===== src/design/multichannel_strike_peak_detector_defines.svh =====
// ----------------------------------------------------------------------------
// multichannel_strike_peak_detector_defines
// assertion macros for the strike peak detector, empty when SYNTH is set
// ----------------------------------------------------------------------------
`ifndef MULTICHANNEL_STRIKE_PEAK_DETECTOR_DEFINES_SVH
`define MULTICHANNEL_STRIKE_PEAK_DETECTOR_DEFINES_SVH

`ifndef SYNTH
`define MSPD_ASSERT_IMP(lbl, ante, cons) \
  lbl: assert property (@(posedge clk) disable iff (!rst_n) (ante) |-> (cons)) \
    else $error("assertion failed");
`define MSPD_ASSERT_NXT(lbl, ante, cons) \
  lbl: assert property (@(posedge clk) disable iff (!rst_n) (ante) |=> (cons)) \
    else $error("assertion failed");
`else
`define MSPD_ASSERT_IMP(lbl, ante, cons)
`define MSPD_ASSERT_NXT(lbl, ante, cons)
`endif

`endif


===== src/design/mspd_pkg.sv =====
// ----------------------------------------------------------------------------
// mspd_pkg
// shared constants and types of the strike peak detector
// ----------------------------------------------------------------------------
package mspd_pkg;

  localparam int CHANNELS = 4;
  localparam int IN_CH    = 4;
  localparam int LANES    = (CHANNELS < IN_CH) ? CHANNELS : IN_CH;

  localparam int SAMPLE_W = 10;
  localparam int PEAK_W   = 10;
  localparam int CH_W     = 2;
  localparam int TIME_W   = 32;
  localparam int THR_W    = 10;
  localparam int WIN_W    = 16;
  localparam int CFG_W    = 16;

  localparam logic [SAMPLE_W:0] MID_RAIL = 11'd512;

  localparam logic [THR_W-1:0] THRESHOLD_RESET = 10'd80;
  localparam logic [WIN_W-1:0] WINDOW_RESET    = 16'd20;

  localparam logic REG_THRESHOLD = 1'b0;
  localparam logic REG_WINDOW    = 1'b1;

  localparam logic OP_SAMPLE = 1'b0;
  localparam logic OP_POLL   = 1'b1;

  typedef struct packed {
    logic              done;
    logic [PEAK_W-1:0] peak;
  } lane_fin_t;

  typedef struct packed {
    logic              valid;
    logic [CH_W-1:0]   channel;
    logic [PEAK_W-1:0] peak;
  } result_t;

endpackage


===== src/design/multichannel_strike_peak_detector.sv =====
// ----------------------------------------------------------------------------
// multichannel_strike_peak_detector
// threshold triggered peak hold over four converter channels with poll
//
//   channel  handshake            payload
//   in       in_valid/in_ready    op, four samples, now_ms
//   out      out_valid/out_ready  event_valid, event_channel, event_peak
//   cfg      cfg_we               cfg_index, cfg_wdata
//
// one item per cycle; each item gives one result in the cycle after acceptance
// all lanes and the slot update in the accept cycle, result sits in an
// output register; in_ready is low only while that register is full and
// out_ready is low. synchronous reset clears strikes, slot and valid registers
// ----------------------------------------------------------------------------
`include "multichannel_strike_peak_detector_defines.svh"

module multichannel_strike_peak_detector (
  input  logic                              clk,
  input  logic                              rst_n,
  input  logic                              cfg_we,
  input  logic                              cfg_index,
  input  logic [mspd_pkg::CFG_W-1:0]        cfg_wdata,
  input  logic                              in_valid,
  output logic                              in_ready,
  input  logic                              in_op,
  input  logic [mspd_pkg::SAMPLE_W-1:0]     in_sample_ch0,
  input  logic [mspd_pkg::SAMPLE_W-1:0]     in_sample_ch1,
  input  logic [mspd_pkg::SAMPLE_W-1:0]     in_sample_ch2,
  input  logic [mspd_pkg::SAMPLE_W-1:0]     in_sample_ch3,
  input  logic [mspd_pkg::TIME_W-1:0]       in_now_ms,
  output logic                              out_valid,
  input  logic                              out_ready,
  output logic                              out_event_valid,
  output logic [mspd_pkg::CH_W-1:0]         out_event_channel,
  output logic [mspd_pkg::PEAK_W-1:0]       out_event_peak
);

  logic [mspd_pkg::THR_W-1:0]  thr_r;
  logic [mspd_pkg::WIN_W-1:0]  win_r;

  logic                        in_acc;
  logic                        sample_en;
  logic                        poll_en;
  logic                        pending;

  logic [mspd_pkg::SAMPLE_W-1:0]             samples [mspd_pkg::IN_CH];
  mspd_pkg::lane_fin_t [mspd_pkg::LANES-1:0] fin;
  mspd_pkg::result_t                         res;

  logic                        out_valid_r;
  mspd_pkg::result_t           out_r;

  assign samples[0] = in_sample_ch0;
  assign samples[1] = in_sample_ch1;
  assign samples[2] = in_sample_ch2;
  assign samples[3] = in_sample_ch3;

  assign in_ready  = !out_valid_r || out_ready;
  assign in_acc    = in_valid && in_ready;
  assign sample_en = in_acc && (in_op == mspd_pkg::OP_SAMPLE);
  assign poll_en   = in_acc && (in_op == mspd_pkg::OP_POLL);

  // configuration
  always_ff @(posedge clk) begin
    if (!rst_n) begin
      thr_r <= mspd_pkg::THRESHOLD_RESET;
      win_r <= mspd_pkg::WINDOW_RESET;
    end else if (cfg_we) begin
      unique case (cfg_index)
        mspd_pkg::REG_THRESHOLD: thr_r <= cfg_wdata[mspd_pkg::THR_W-1:0];
        mspd_pkg::REG_WINDOW:    win_r <= cfg_wdata[mspd_pkg::WIN_W-1:0];
        default: ;
      endcase
    end
  end

  for (genvar g = 0; g < mspd_pkg::LANES; g++) begin : g_lane
    mspd_lane u_lane (
      .clk       (clk),
      .rst_n     (rst_n),
      .sample_en (sample_en),
      .sample    (samples[g]),
      .now_ms    (in_now_ms),
      .threshold (thr_r),
      .window    (win_r),
      .fin       (fin[g])
    );
  end

  mspd_merge u_merge (
    .clk       (clk),
    .rst_n     (rst_n),
    .sample_en (sample_en),
    .poll_en   (poll_en),
    .op        (in_op),
    .fin       (fin),
    .res       (res),
    .pending   (pending)
  );

  // output register
  always_ff @(posedge clk) begin
    if (!rst_n) begin
      out_valid_r <= 1'b0;
    end else if (in_acc) begin
      out_valid_r <= 1'b1;
    end else if (out_ready) begin
      out_valid_r <= 1'b0;
    end
    if (in_acc) begin
      out_r <= res;
    end
  end

  assign out_valid         = out_valid_r;
  assign out_event_valid   = out_r.valid;
  assign out_event_channel = out_r.channel;
  assign out_event_peak    = out_r.peak;

  `MSPD_ASSERT_NXT(a_empty_poll, poll_en && !pending, out_valid && !out_event_valid)
  `MSPD_ASSERT_NXT(a_sample_quiet, sample_en, out_valid && !out_event_valid)
  `MSPD_ASSERT_IMP(a_zero_fields, out_valid && !out_event_valid, (out_event_channel == '0) && (out_event_peak == '0))
  `MSPD_ASSERT_IMP(a_peak_range, out_valid && out_event_valid, out_event_peak <= 10'd512)

endmodule


===== src/design/mspd_lane.sv =====
// ----------------------------------------------------------------------------
// mspd_lane
// per-channel strike tracker: trigger, peak hold and window expiry
// ----------------------------------------------------------------------------
module mspd_lane (
  input  logic                            clk,
  input  logic                            rst_n,
  input  logic                            sample_en,
  input  logic [mspd_pkg::SAMPLE_W-1:0]   sample,
  input  logic [mspd_pkg::TIME_W-1:0]     now_ms,
  input  logic [mspd_pkg::THR_W-1:0]      threshold,
  input  logic [mspd_pkg::WIN_W-1:0]      window,
  output mspd_pkg::lane_fin_t             fin
);

  logic                           active_r, active_nxt;
  logic [mspd_pkg::PEAK_W-1:0]    peak_r, peak_nxt;
  logic [mspd_pkg::TIME_W-1:0]    start_r, start_nxt;

  logic [mspd_pkg::SAMPLE_W:0]    s_ext;
  logic [mspd_pkg::SAMPLE_W:0]    dev_wide;
  logic [mspd_pkg::PEAK_W-1:0]    dev;
  logic [mspd_pkg::PEAK_W-1:0]    pk;
  logic [mspd_pkg::TIME_W-1:0]    elapsed;
  logic                           expired;

  assign s_ext    = {1'b0, sample};
  assign dev_wide = (s_ext >= mspd_pkg::MID_RAIL) ? (s_ext - mspd_pkg::MID_RAIL)
                                                  : (mspd_pkg::MID_RAIL - s_ext);
  assign dev      = dev_wide[mspd_pkg::PEAK_W-1:0];
  assign pk       = (dev > peak_r) ? dev : peak_r;
  assign elapsed  = now_ms - start_r;
  assign expired  = elapsed >= {{(mspd_pkg::TIME_W-mspd_pkg::WIN_W){1'b0}}, window};

  always_comb begin
    active_nxt = active_r;
    peak_nxt   = peak_r;
    start_nxt  = start_r;
    fin.done   = 1'b0;
    fin.peak   = pk;
    if (sample_en) begin
      if (!active_r) begin
        if ({1'b0, dev} >= {1'b0, threshold}) begin
          active_nxt = 1'b1;
          peak_nxt   = dev;
          start_nxt  = now_ms;
        end
      end else if (expired) begin
        fin.done   = 1'b1;
        active_nxt = 1'b0;
        peak_nxt   = '0;
      end else begin
        peak_nxt = pk;
      end
    end
  end

  always_ff @(posedge clk) begin
    if (!rst_n) begin
      active_r <= 1'b0;
      peak_r   <= '0;
      start_r  <= '0;
    end else begin
      active_r <= active_nxt;
      peak_r   <= peak_nxt;
      start_r  <= start_nxt;
    end
  end

endmodule


===== src/design/mspd_merge.sv =====
// ----------------------------------------------------------------------------
// mspd_merge
// lowest-channel pick of finished strikes into the pending slot, poll result
// ----------------------------------------------------------------------------
module mspd_merge (
  input  logic                                      clk,
  input  logic                                      rst_n,
  input  logic                                      sample_en,
  input  logic                                      poll_en,
  input  logic                                      op,
  input  mspd_pkg::lane_fin_t [mspd_pkg::LANES-1:0] fin,
  output mspd_pkg::result_t                         res,
  output logic                                      pending
);

  logic                         pend_r, pend_nxt;
  logic [mspd_pkg::CH_W-1:0]    ch_r, ch_nxt;
  logic [mspd_pkg::PEAK_W-1:0]  pk_r, pk_nxt;

  logic                         win_found;
  logic [mspd_pkg::CH_W-1:0]    win_ch;
  logic [mspd_pkg::PEAK_W-1:0]  win_peak;

  always_comb begin
    win_found = 1'b0;
    win_ch    = '0;
    win_peak  = '0;
    for (int i = 0; i < mspd_pkg::LANES; i++) begin
      if (fin[i].done && !win_found) begin
        win_found = 1'b1;
        win_ch    = mspd_pkg::CH_W'(i);
        win_peak  = fin[i].peak;
      end
    end
  end

  always_comb begin
    pend_nxt = pend_r;
    ch_nxt   = ch_r;
    pk_nxt   = pk_r;
    if (sample_en && !pend_r && win_found) begin
      pend_nxt = 1'b1;
      ch_nxt   = win_ch;
      pk_nxt   = win_peak;
    end else if (poll_en) begin
      pend_nxt = 1'b0;
    end
  end

  always_comb begin
    res.valid   = (op == mspd_pkg::OP_POLL) && pend_r;
    res.channel = res.valid ? ch_r : '0;
    res.peak    = res.valid ? pk_r : '0;
  end

  assign pending = pend_r;

  always_ff @(posedge clk) begin
    if (!rst_n) begin
      pend_r <= 1'b0;
      ch_r   <= '0;
      pk_r   <= '0;
    end else begin
      pend_r <= pend_nxt;
      ch_r   <= ch_nxt;
      pk_r   <= pk_nxt;
    end
  end

endmodule


===== config.mk =====
export PLATFORM = sky130hd
export DESIGN_NAME = multichannel_strike_peak_detector
export DESIGN_NICKNAME = d
export VERILOG_FILES = /design/src/design/mspd_pkg.sv /design/src/design/multichannel_strike_peak_detector.sv /design/src/design/mspd_lane.sv /design/src/design/mspd_merge.sv
export VERILOG_INCLUDE_DIRS = /design/src /design/src/design
export SDC_FILE = /design/constraint.sdc
export NUM_CORES = 1
export LEC_CHECK = 0
export ABC_AREA = 1
export BUFFER_PORTS_ARGS = -buffer_cell sky130_fd_sc_hd__buf_2
export CORE_MARGIN = 1.5
export CORE_UTILIZATION = 58
export DETAILED_ROUTE_END_ITERATION = 7
export PLACE_DENSITY = 0.83
export SLEW_MARGIN = 20
export SYNTH_ARGS = -nofsm -noshare
export SYNTH_HDL_FRONTEND = slang
export SYNTH_SLANG_ARGS = --single-unit

===== constraint.sdc =====
create_clock -name clk -period 3.8 [get_ports clk]
set_clock_uncertainty 0.1 [all_clocks]
set_input_delay 0.76 -clock clk [delete_from_list [all_inputs] [get_ports clk]]
set_output_delay 0.76 -clock clk [all_outputs]
set_load 0.02 [all_outputs]

# Word level (Yosys, flattened, before mapping)
# Index checks and enable logic that the tools add are counted.
dict set report word_totals {
  ff_bits 225
  out_inout_bits 15
}
dict set report op_classes {
  mux 59
  n_reduce_logical 31
  bitwise_logic 6
  order_cmp 16
  n_addsub 12
}
# op n
set op_table {}
lappend op_table {{10-bit two-way mux} 24}
lappend op_table {{32-bit by 16-bit greater-or-equal comparator with 1-bit output} 4}
lappend op_table {{32-bit subtractor} 4}
lappend op_table {{10-bit greater-or-equal comparator} 4}
lappend op_table {{10-bit greater-or-equal comparator (second input constant)} 4}
lappend op_table {{10-bit greater-than comparator} 4}
lappend op_table {{10-bit subtractor (first input constant)} 4}
lappend op_table {{10-bit subtractor (second input constant)} 4}
lappend op_table {{1-bit two-way mux} 33}
lappend op_table {{2-bit AND reduction} 6}
lappend op_table {{3-bit AND reduction} 4}
lappend op_table {{2-bit nonzero test} 6}
lappend op_table {{1-bit logical AND} 9}
lappend op_table {{1-bit NOT} 6}
lappend op_table {{1-bit logical NOT} 5}
lappend op_table {{2-bit two-way mux} 2}
lappend op_table {{1-bit logical OR} 1}

# Depth between registers and ports, before layout
# Gate-level depths: netlist of run 1.
dict set report logic_depth {
  word_depth 17
  mapped_depth 30
}

# Modules after synthesis
# A second synthesis of run 1 with hierarchy kept.
dict set report unflattened {
  cells_unflattened 4112
  hier_area_um2 24058.1
}
# module cells_per_inst area_per_inst_um2 instances
set by_module_without_submodules {}
lappend by_module_without_submodules {{mspd_lane (g_lane[1].u_lane ...)} 943 5390.2 3}
lappend by_module_without_submodules {{mspd_lane (g_lane[0].u_lane)} 948 5416.4 1}
lappend by_module_without_submodules {multichannel_strike_peak_detector 156 1446.4 1}
lappend by_module_without_submodules {mspd_merge 179 1024.7 1}

# Worst setup path before layout of run 1
# OpenSTA, ideal clock, no wires.
dict set report synth_timing {
  kind {in2reg}
  start {input port in_now_ms[0] (netlist name)}
  end {register u_merge.pk_r[3] (netlist name)}
  arrival_ns 3.647
  setup_ns 0.112
  setup_slack_ns -0.059
  path_stages 28
  cell_sequence {inv_1 -> ha_1 -> inv_1 -> fa_1 -> nand2_1 -> nand2_1 -> and2_4 -> nand2_2 -> nand2_2 -> nand2_1 -> nand2_2 -> xor2_1 -> ha_1 -> nand2_1 -> nor2_1 -> a211oi_1 -> nand3_1 -> nor2_1 -> nand4_1 -> nor2_1 -> nand2_1 -> nand2_2 -> nand3_4 -> o21ai_4 -> buf_6 -> nand2_1 -> nand2_1 -> nor2_1}
}
dict set report synth_between {
  elab_chain_len 16
  elab_cells_between_ends 35
}
# item line
set synth_lines {}
lappend synth_lines {{start, declared} multichannel_strike_peak_detector.sv:30} ;# input logic [mspd_pkg::TIME_W-1:0] in_now_ms,
lappend synth_lines {{32-bit subtractor} mspd_lane.sv:32} ;# assign elapsed = now_ms - start_r;
lappend synth_lines {{32-bit by 16-bit greater-or-equal comparator with 1-bit output} mspd_lane.sv:33} ;# assign expired = elapsed >= {{(mspd_pkg::TIME_W-mspd_pkg::WIN_W){1'b0}}, window};
lappend synth_lines {{1-bit two-way mux} mspd_lane.sv:48} ;# end else if (expired) begin
lappend synth_lines {{1-bit two-way mux} mspd_lane.sv:42} ;# if (!active_r) begin
lappend synth_lines {{1-bit two-way mux} mspd_lane.sv:41} ;# if (sample_en) begin
lappend synth_lines {{1-bit two-way mux} mspd_merge.sv:29} ;# if (fin[i].done && !win_found) begin
lappend synth_lines {{1-bit logical NOT} mspd_merge.sv:29}
lappend synth_lines {{1-bit logical AND} mspd_merge.sv:29}
lappend synth_lines {{1-bit two-way mux} mspd_merge.sv:29}
lappend synth_lines {{1-bit logical NOT} mspd_merge.sv:29}
lappend synth_lines {{1-bit logical AND} mspd_merge.sv:29}
lappend synth_lines {{1-bit two-way mux} mspd_merge.sv:29}
lappend synth_lines {{1-bit logical NOT} mspd_merge.sv:29}
lappend synth_lines {{1-bit logical AND} mspd_merge.sv:29}
lappend synth_lines {{1-bit two-way mux} mspd_merge.sv:29}
lappend synth_lines {{1-bit logical AND} mspd_merge.sv:41} ;# if (sample_en && !pend_r && win_found) begin
lappend synth_lines {{end signal, assigned} mspd_merge.sv:66} ;# pk_r <= pk_nxt;
lappend synth_lines {{end, declared} mspd_merge.sv:18} ;# logic [mspd_pkg::PEAK_W-1:0] pk_r, pk_nxt;
# Parallel ways exist; a longest one is shown, timed or not.
# A chain may end at the register's enable or synchronous reset.

# Worst setup path after layout of run 1
dict set report layout_timing {
  start {input port in_now_ms[0] (netlist name)}
  end {register u_merge.pk_r[0] (netlist name)}
}
# The elaborated chain is that of the path after synthesis.

==> flow_summary_export.csv, run 1 <==
group,metric,value,unit
layout,finalInstanceArea,0.0298,mm^2
layout,final_common_cell,"nand2_1",
critical_path,crit_path_start_kind,"input pin",
logic_synthesis,share_of_the_synthesized_area_in_compound_gates_ao_oa_aoi_oai,15.7,%
critical_path,timing.setup.critical_path_class,"input pin to flip-flop",
clock_network,cts.hold.buffers_added,0,
logic_synthesis,number_of_cells_produced_by_synthesis,3835,
placed_design,place.port_buffers,109,
placed_design,gpl.final_weighted_congestion,1.01,
clock_network,clock-root-buffer,"clkbuf_16",
global_route,antenna_found_initial,0,
logic_synthesis,synth.area.mux_share,0.0438,%
sta,report.final.slew_viol_count,0,
global_route,grt_start_max_net_pins,91,
critical_path,timing.reg2reg.worst_path_depth,28,
floorplan,effective_utilization_at_floorplan,58.9,%
clock_network,htree_num_levels,1,
sta,tns,-0.0848,ns
sta,hold_slack,0.350,ns
route,route.detailed.vias_per_inst,5.47,
global_route,grt_total_ovfl,0,
logic_synthesis,ys.flop_type,"dfxtp_1",
logic_synthesis,yosys-top-cells-area,"dfxtp_1 19%, nand2_1 19%, ha_1 15%",
global_route,first_pass_grt_wire_length,121000,um
logic_synthesis,post_synthesis_share_of_cell_area_spent_on_and_or_nand_and_nor_gates,31.8,%
critical_path,crit_required,4.17,ns
power,total_power,10800,uW
logic_synthesis,netlist.area_leader.share,18.6,%
critical_path,worst-path-max-fanout,7,
min_path,timing.hold.worst.class,"input pin to flip-flop",
critical_path,data_arrival_time_of_the_critical_path,4.19,ns
layout,sequential_standard_cell_area,0.00464,mm^2
global_route,first_global_vias,24900,
sta,minimum_clock_period,3.82,ns
layout,layout.core_utilization,77.0,%
min_path,timing.hold.worst_path_depth,3,
layout,areaGrowthSynthToFinish,30.6,%
logic_synthesis,netlist.top_cell.by_area,"dfxtp_1",
sta,timing.slew.headroom,40.5,%
logic_synthesis,synth-async-reset-ratio,0,%
logic_synthesis,synth-seq-cells,225,
sta,worst_slew_pin_slew,0.891,ns
floorplan,floorplan.die_area,0.0406,mm^2
layout,final.fill_count,2925,
sta,rsz0062_at_grt,"yes",
logic_synthesis,synth_enable_flop_cells,13,
floorplan,ioPinCount,110,
logic_synthesis,syn_area,0.0228,mm^2
sta,layout_setup_ws,-0.0230,ns
layout,nets_final,4780,
critical_path,cp-end-kind,"flip-flop",
layout,multi_input_area,0.0161,mm^2
logic_synthesis,ys.warnings.count,0,
clock_network,tritoncts_clock_tree,"yes",
layout,antenna_cells_inserted,0,
route,drcViolationCount,0,
outcome,failing_checks,"setup timing",
route,drt-wirelength-per-cell,16.2,um
layout,drive_above_1_share,20.3,%
sta,report.final.hold_viol_count,0,
run,cap_viol_max_count,0,
layout,mostFrequentLayoutCells,"1083 x nand2_1, 714 x inv_1, 502 x buf_4",
logic_synthesis,synth_xor_area_share,3.34,%
logic_synthesis,postSynthNetCount,4206,
clock_network,cts.reportedPaths.clkPinSlew,0.06,ns
clock_network,worstSkewPairLatency,0.59,ns
logic_synthesis,post_synth.cell_area_avg,5.95,um^2
route,drtIter0Drc,2554,
route,drt_wl_total,80100,um
logic_synthesis,synth.lib_cells_used.distinct,51,
outcome,result_of_the_run,"finished, violations left",
power,total_leakage_power,0.0156,uW
clock_network,cts.path.max_buffers,3,
placed_design,dpl-instance-area,0.0276,mm^2
clock_network,number_of_clock_sinks,225,
power,ir_worst_vdd,0.000399,V
logic_synthesis,synth_sequential_area_ratio,20.3,%
floorplan,die_height,201,um
route,detail_route.first_pass.iterations,8,
logic_synthesis,post_synth_fa_ha_maj_area_fraction,15.3,%
route,detail-route-antenna-nets,0,
placed_design,hpwlAfterDp,59800,um
sta,layout_worst_path_cycle_share,101,%
floorplan,row_count,72,
sta,finalSetupViolCount,7,
floorplan,design.core.area,0.0387,mm^2
sta,max_freq,262,MHz
clock_network,cts_inserted_buffers,28,
floorplan,die_x,201,um
logic_synthesis,largest_family_of_logic_cells_by_synthesized_area,"simple AND/OR/NAND/NOR gates",
global_route,grt_total_usage,36.5,%
route,vias,27100,
power,power_per_cell_area,364,mW/mm^2
-- sequential cells by signal, indices dropped and copies added, names as in the netlist, 2 cells and up --
signal / count
out_event_channel: 2
out_event_peak: 10
u_merge.pk_r: 10
thr_r: 10
win_r: 16
g_lane.u_lane.active_r: 4
g_lane.u_lane.start_r: 128
g_lane.u_lane.peak_r: 40
u_merge.ch_r: 2
-- cell usage after synthesis, types with 5 or more instances --
cell,number
and2_1,6
a21oi_1,314
o21bai_1,13
nor4_1,13
dfxtp_1,212
nor2_1,297
a211oi_1,11
nand3_1,172
o21ai_0,253
edfxtp_1,13
nand2_2,12
nor2_2,11
nand3_2,5
nand4_1,48
nor3_1,40
a22oi_1,10
nand3b_1,12
nor3_2,6
a31oi_1,22
xnor2_1,13
o211ai_1,24
clkbuf_1,70
nand2_1,1128
xor2_1,74
clkinv_1,7
ha_1,272
inv_1,727
o21a_1,5
-- critical path, cell delays in order --
cell and delay (ns):
buf_6 0.11, inv_6 0.07, buf_4 0.10, ha_1 0.13, inv_1 0.06, fa_2 0.37, nand3_1 0.16, nand3_2 0.14
nand2_1 0.10, nand3_1 0.11, xor2_1 0.18, ha_1 0.19, a21oi_1 0.15, nor2_1 0.07, a211oi_2 0.19, o221ai_2 0.15
a21oi_2 0.23, nand4_4 0.18, nand2_1 0.11, inv_2 0.08, o21ai_4 0.22, buf_12 0.15, nand2_2 0.06, nand2_1 0.07
nor2_1 0.05
-- layer usage --
| metal | global-route usage [%] | up-vias | routed length [um] |
|---|---|---|---|
| met5 | 0 | - | 0 |
| met4 | 19.0 | 0 | 4820 |
| met3 | 4.99 | 264 | 7600 |
| met2 | 59.3 | 1239 | 35200 |
| met1 | 47.1 | 12200 | 32400 |
| li1 | - | 13400 | - |
-- area by class of cell --
type | count | share of cell area, %
Sequential cell | 225 | 15.6
Inverter | 737 | 9.32
Multi-Input combinational cell | 2794 | 54.0
Tap cell | 518 | 2.17
Timing Repair Buffer | 622 | 15.5
Timing Repair inverter | 1 | 0.0252
Clock buffer | 31 | 2.49
Clock inverter | 21 | 0.885
-- kinds of logic (layout without fill, tap and decap cells) --
group,Yosys count,after routing
and+or+nand+nor,1760,1760
adders and majority gates,276,276
AOI/OAI and AO/OA,670,670
DFF,225,225
buffers and inverters,816,1412
xor gates and xnor gates,87,87
muxes,1,1
-- through the flow --
step,std cells,worst slack (ns)
after floorplan,3835,0.00124
after global placement,4878,-0.605
after detailed placement,4878,-0.637
after CTS,4930,0.0170
final,4949,-0.0230
after global routing,4949,-0.274
-- path summary, 6_finish.rpt --
| kind | from | end | slack [ns] |
|---|---|---|---|
| worst min register to register | g_lane[2].u_lane.start_r[19] | g_lane[2].u_lane.start_r[19] | 0.36 |
| worst max-delay path | in_now_ms[0] | u_merge.pk_r[0] | -0.02 |
| worst max register to register | g_lane[2].u_lane.start_r[6] | u_merge.pk_r[0] | 0.04 |
| worst min-delay path | cfg_wdata[6] | thr_r[6] | 0.35 |
-- what timing repair did --
| action | in CTS | in global routing |
|---|---|---|
| buffers inserted | 0 | 17 |
| cloned | 0 | 2 |
| pin swaps | 0 | 41 |
| endpoints found under the setup margin | 10 | 47 |
| resized for setup | 6 | 221 |
-- where the power goes --
group | leakage (uW) | switching (uW) | internal [uW]
Sequential | 0.00187 | 83.8 | 2570
Clock | 0.000490 | 1220 | 1760
Combinational | 0.0132 | 3010 | 2200
Total | 0.0156 | 4310 | 6530
Note: power is estimated with default switching activity, not from simulation.
==> run 2: changes to the inputs <==
--- a/config.mk
+++ b/config.mk
@@ -15,4 +15,5 @@
 export SLEW_MARGIN = 20
 export SYNTH_ARGS = -nofsm -noshare
 export SYNTH_HDL_FRONTEND = slang
+export SYNTH_HIERARCHICAL = 1
 export SYNTH_SLANG_ARGS = --single-unit
==> flow_summary_export.csv, run 2 <==
group,metric,value,unit
sta,rsz0062_at_grt,"yes",
global_route,first_pass_grt_wire_length,129000,um
power,net_sw_power,4530,uW
logic_synthesis,synth_enable_flop_cells,13,
layout,mostFrequentLayoutCells,"1119 x nand2_1, 881 x inv_1, 407 x buf_4",
critical_path,data_arrival_time_of_the_critical_path,4.39,ns
clock_network,number_of_clock_sinks,225,
logic_synthesis,post_synth_fa_ha_maj_area_fraction,14.5,%
logic_synthesis,ys.warnings.count,6,
clock_network,cts.hold.buffers_added,0,
clock_network,tritoncts_clock_tree,"yes",
power,sw_frac_of_total,40.4,%
logic_synthesis,synth_sequential_area_ratio,19.3,%
route,route.detailed.vias_per_inst,5.50,
layout,antenna_cells_inserted,0,
clock_network,cts.path.max_buffers,3,
layout,drive_above_1_share,20.0,%
floorplan,ioPinCount,110,
power,power.share.combinational,48.1,%
clock_network,htree_num_levels,1,
sta,finalSetupViolCount,14,
logic_synthesis,synth-seq-cells,225,
logic_synthesis,largest_family_of_logic_cells_by_synthesized_area,"simple AND/OR/NAND/NOR gates",
clock_network,cts.reportedPaths.clkPinSlew,0.07,ns
logic_synthesis,synth.lib_cells_used.distinct,44,
sta,worst_slew_pin_slew,0.944,ns
power,power.sequential.fraction,24.2,%
floorplan,die_x,207,um
critical_path,timing.setup.critical_path_class,"flip-flop to flip-flop",
sta,layout_worst_path_cycle_share,106,%
clock_network,clock-root-buffer,"clkbuf_16",
global_route,grt_total_ovfl,0,
sta,max_freq,248,MHz
logic_synthesis,synth_xor_area_share,3.09,%
global_route,first_global_vias,25700,
route,drt_wl_total,86600,um
power,total_leakage_power,0.0165,uW
route,drt-wirelength-per-cell,16.8,um
power,power_per_cell_area,365,mW/mm^2
placed_design,placed_cells,5089,
critical_path,cp-end-kind,"flip-flop",
floorplan,effective_utilization_at_floorplan,58.8,%
layout,final-instance-count-excl-fill,5161,
power,p_clk_share,27.7,%
clock_network,worstSkewPairLatency,0.60,ns
global_route,grt_total_usage,38.3,%
min_path,timing.hold.worst.class,"input pin to flip-flop",
floorplan,die_height,207,um
floorplan,row_count,74,
critical_path,crit_path_start_kind,"flip-flop",
floorplan,design.core.area,0.0409,mm^2
logic_synthesis,most_instantiated_library_cell_after_synthesis,"nand2_1",
logic_synthesis,yosys-top-cells-area,"nand2_1 18%, dfxtp_1 18%, ha_1 14%",
sta,timing.slew.headroom,36.4,%
floorplan,floorplan.die_area,0.0427,mm^2
placed_design,gpl.final_weighted_congestion,1.06,
global_route,antenna_found_initial,3,
logic_synthesis,post_synth.cell_area_avg,5.85,um^2
layout,regMostFlops,"g_lane.u_lane/start_r",
sta,tns,-2.22,ns
outcome,failing_checks,"setup timing",
power,internal-power,6680,uW
run,cap_viol_max_count,0,
logic_synthesis,synth-async-reset-ratio,0,%
outcome,result_of_the_run,"finished, violations left",
layout,final_common_cell,"nand2_1",
logic_synthesis,post_synthesis_share_of_cell_area_spent_on_and_or_nand_and_nor_gates,33.8,%
critical_path,crit_required,4.16,ns
logic_synthesis,netlist.area_leader.share,18.3,%
layout,final.fill_count,3161,
sta,layout_setup_ws,-0.225,ns
route,drtIter0Drc,2789,
route,drcViolationCount,0,
layout,areaGrowthSynthToFinish,27.6,%
global_route,grt_start_max_net_pins,67,
power,ir_worst_vdd,0.000383,V
sta,minimum_clock_period,4.02,ns
sta,report.final.slew_viol_count,0,
placed_design,hpwlAfterDp,64700,um
logic_synthesis,synth.area.mux_share,0,%
critical_path,worst-path-max-fanout,7,
logic_synthesis,ys.flop_type,"dfxtp_1",
layout,biggestRegsByFlops,"g_lane.u_lane/start_r x128, g_lane.u_lane/peak_r x40, win_r x16",
critical_path,worst_path_max_delay_cell,"dfxtp_2",
layout,nets_final,4978,
logic_synthesis,share_of_the_synthesized_area_in_compound_gates_ao_oa_aoi_oai,13.5,%
layout,largest_reg_flops,128,
route,vias,28400,
route,detail_route.first_pass.iterations,8,
logic_synthesis,syn_area,0.0241,mm^2
route,detail-route-antenna-nets,0,
logic_synthesis,post_synth_most_frequent_cells,"1172 x nand2_1, 903 x inv_1, 336 x a21oi_1, 326 x nor2_1, 272 x ha_1",
placed_design,place.port_buffers,109,
logic_synthesis,netlist.top_cell.by_area,"nand2_1",
critical_path,timing.critical_path.slowest_cell_delay,0.38,ns
logic_synthesis,postSynthNetCount,4483,
logic_synthesis,number_of_cells_produced_by_synthesis,4112,
clock_network,cts_inserted_buffers,28,
sta,report.final.hold_viol_count,0,
sta,hold_slack,0.302,ns
[run 2: cell types whose count changed in the layout (fill, tap and decap cells not counted), sizes merged, moves of 21 or more]
cell / delta
o21ai: -26
nand2: +98
buf: -77
nor2: +56
a21oi: +34
a31oi: -21
inv: +177
[run 2: kinds of logic (layout without fill, tap and decap cells)]
family / count (synthesis) / in the layout
AO/OA/AOI/OAI: 617 / 617
flip-flops: 225 / 225
adder cells (fa/ha/maj): 276 / 276
XOR/XNOR: 85 / 85
buffers and inverters: 992 / 1506
AND/OR/NAND/NOR: 1917 / 1920
[run 2: path summary, 6_finish.rpt]
check	from	end	slack, ns	cells past startpoint
setup reg to reg	g_lane[1].u_lane/start_r[2]	u_merge/pk_r[8]	-0.22	30
setup / recovery	g_lane[1].u_lane/start_r[2]	u_merge/pk_r[8]	-0.22	30
hold reg to reg	g_lane[0].u_lane/start_r[17]	g_lane[0].u_lane/start_r[17]	0.36	2
hold / removal	cfg_wdata[4]	win_r[4]	0.30	3
[run 2: layout make-up]
type	instances	area (um^2)	share of cell area (%)
clock buffer	33	749	2.44
clock inverter	19	292	0.950
inverter	911	3430	11.2
multi-input combinational	2898	16700	54.4
sequential	225	4640	15.1
tap	532	666	2.17
timing repair buffer	543	4220	13.7
[run 2: what timing repair did]
action	CTS	global route
setup endpoints to repair	13	24
cloned	3	0
buffers inserted	4	14
gates resized for setup	58	175
pin swaps	12	56
hold endpoints to repair	0	0
[run 2: routing by layer]
metal / GRT usage (%) / share of wire [%]
met3: 5.86 / 11
met1: 49.9 / 40
met4: 19.6 / 6.3
met5: 0 / 0
met2: 61.3 / 43
[run 2: power by group through the flow]
stage / sequential [uW] / clock, uW / combinational [uW]
2_1_floorplan: 2690 / 0 / 3040
3_3_place_gp: 2740 / 0 / 4720
3_5_place_dp: 2740 / 0 / 4830
4_1_cts: 2690 / 3080 / 4980
5_1_grt: 2720 / 3200 / 5940
6_report: 2710 / 3100 / 5390
[run 2: critical path: cells and delay by family (launching register included)]
family / cells / cell delay [ns]
and+or+nand+nor: 19 / 1.77
xor gates and xnor gates: 1 / 0.14
DFF: 1 / 0.38
adders and majority gates: 2 / 0.57
AOI/OAI and AO/OA: 4 / 0.49
buffers and inverters: 4 / 0.43
[run 2: metrics by stage]
| stage | util (%) | setup slack [ns] | cell area, um^2 | total power (uW) |
|---|---|---|---|---|
| 6_report | 75.0 | -0.225 | 30700 | 11200 |
| 5_1_grt | 75.0 | -0.383 | 30700 | 11900 |
| 4_1_cts | 73.0 | 0.000505 | 29900 | 10800 |
| 3_5_place_dp | 69.4 | -0.761 | 28400 | 7580 |
| 3_3_place_gp | 69.4 | -0.639 | 28400 | 7460 |
| 2_1_floorplan | - | -0.0159 | 24100 | 5730 |
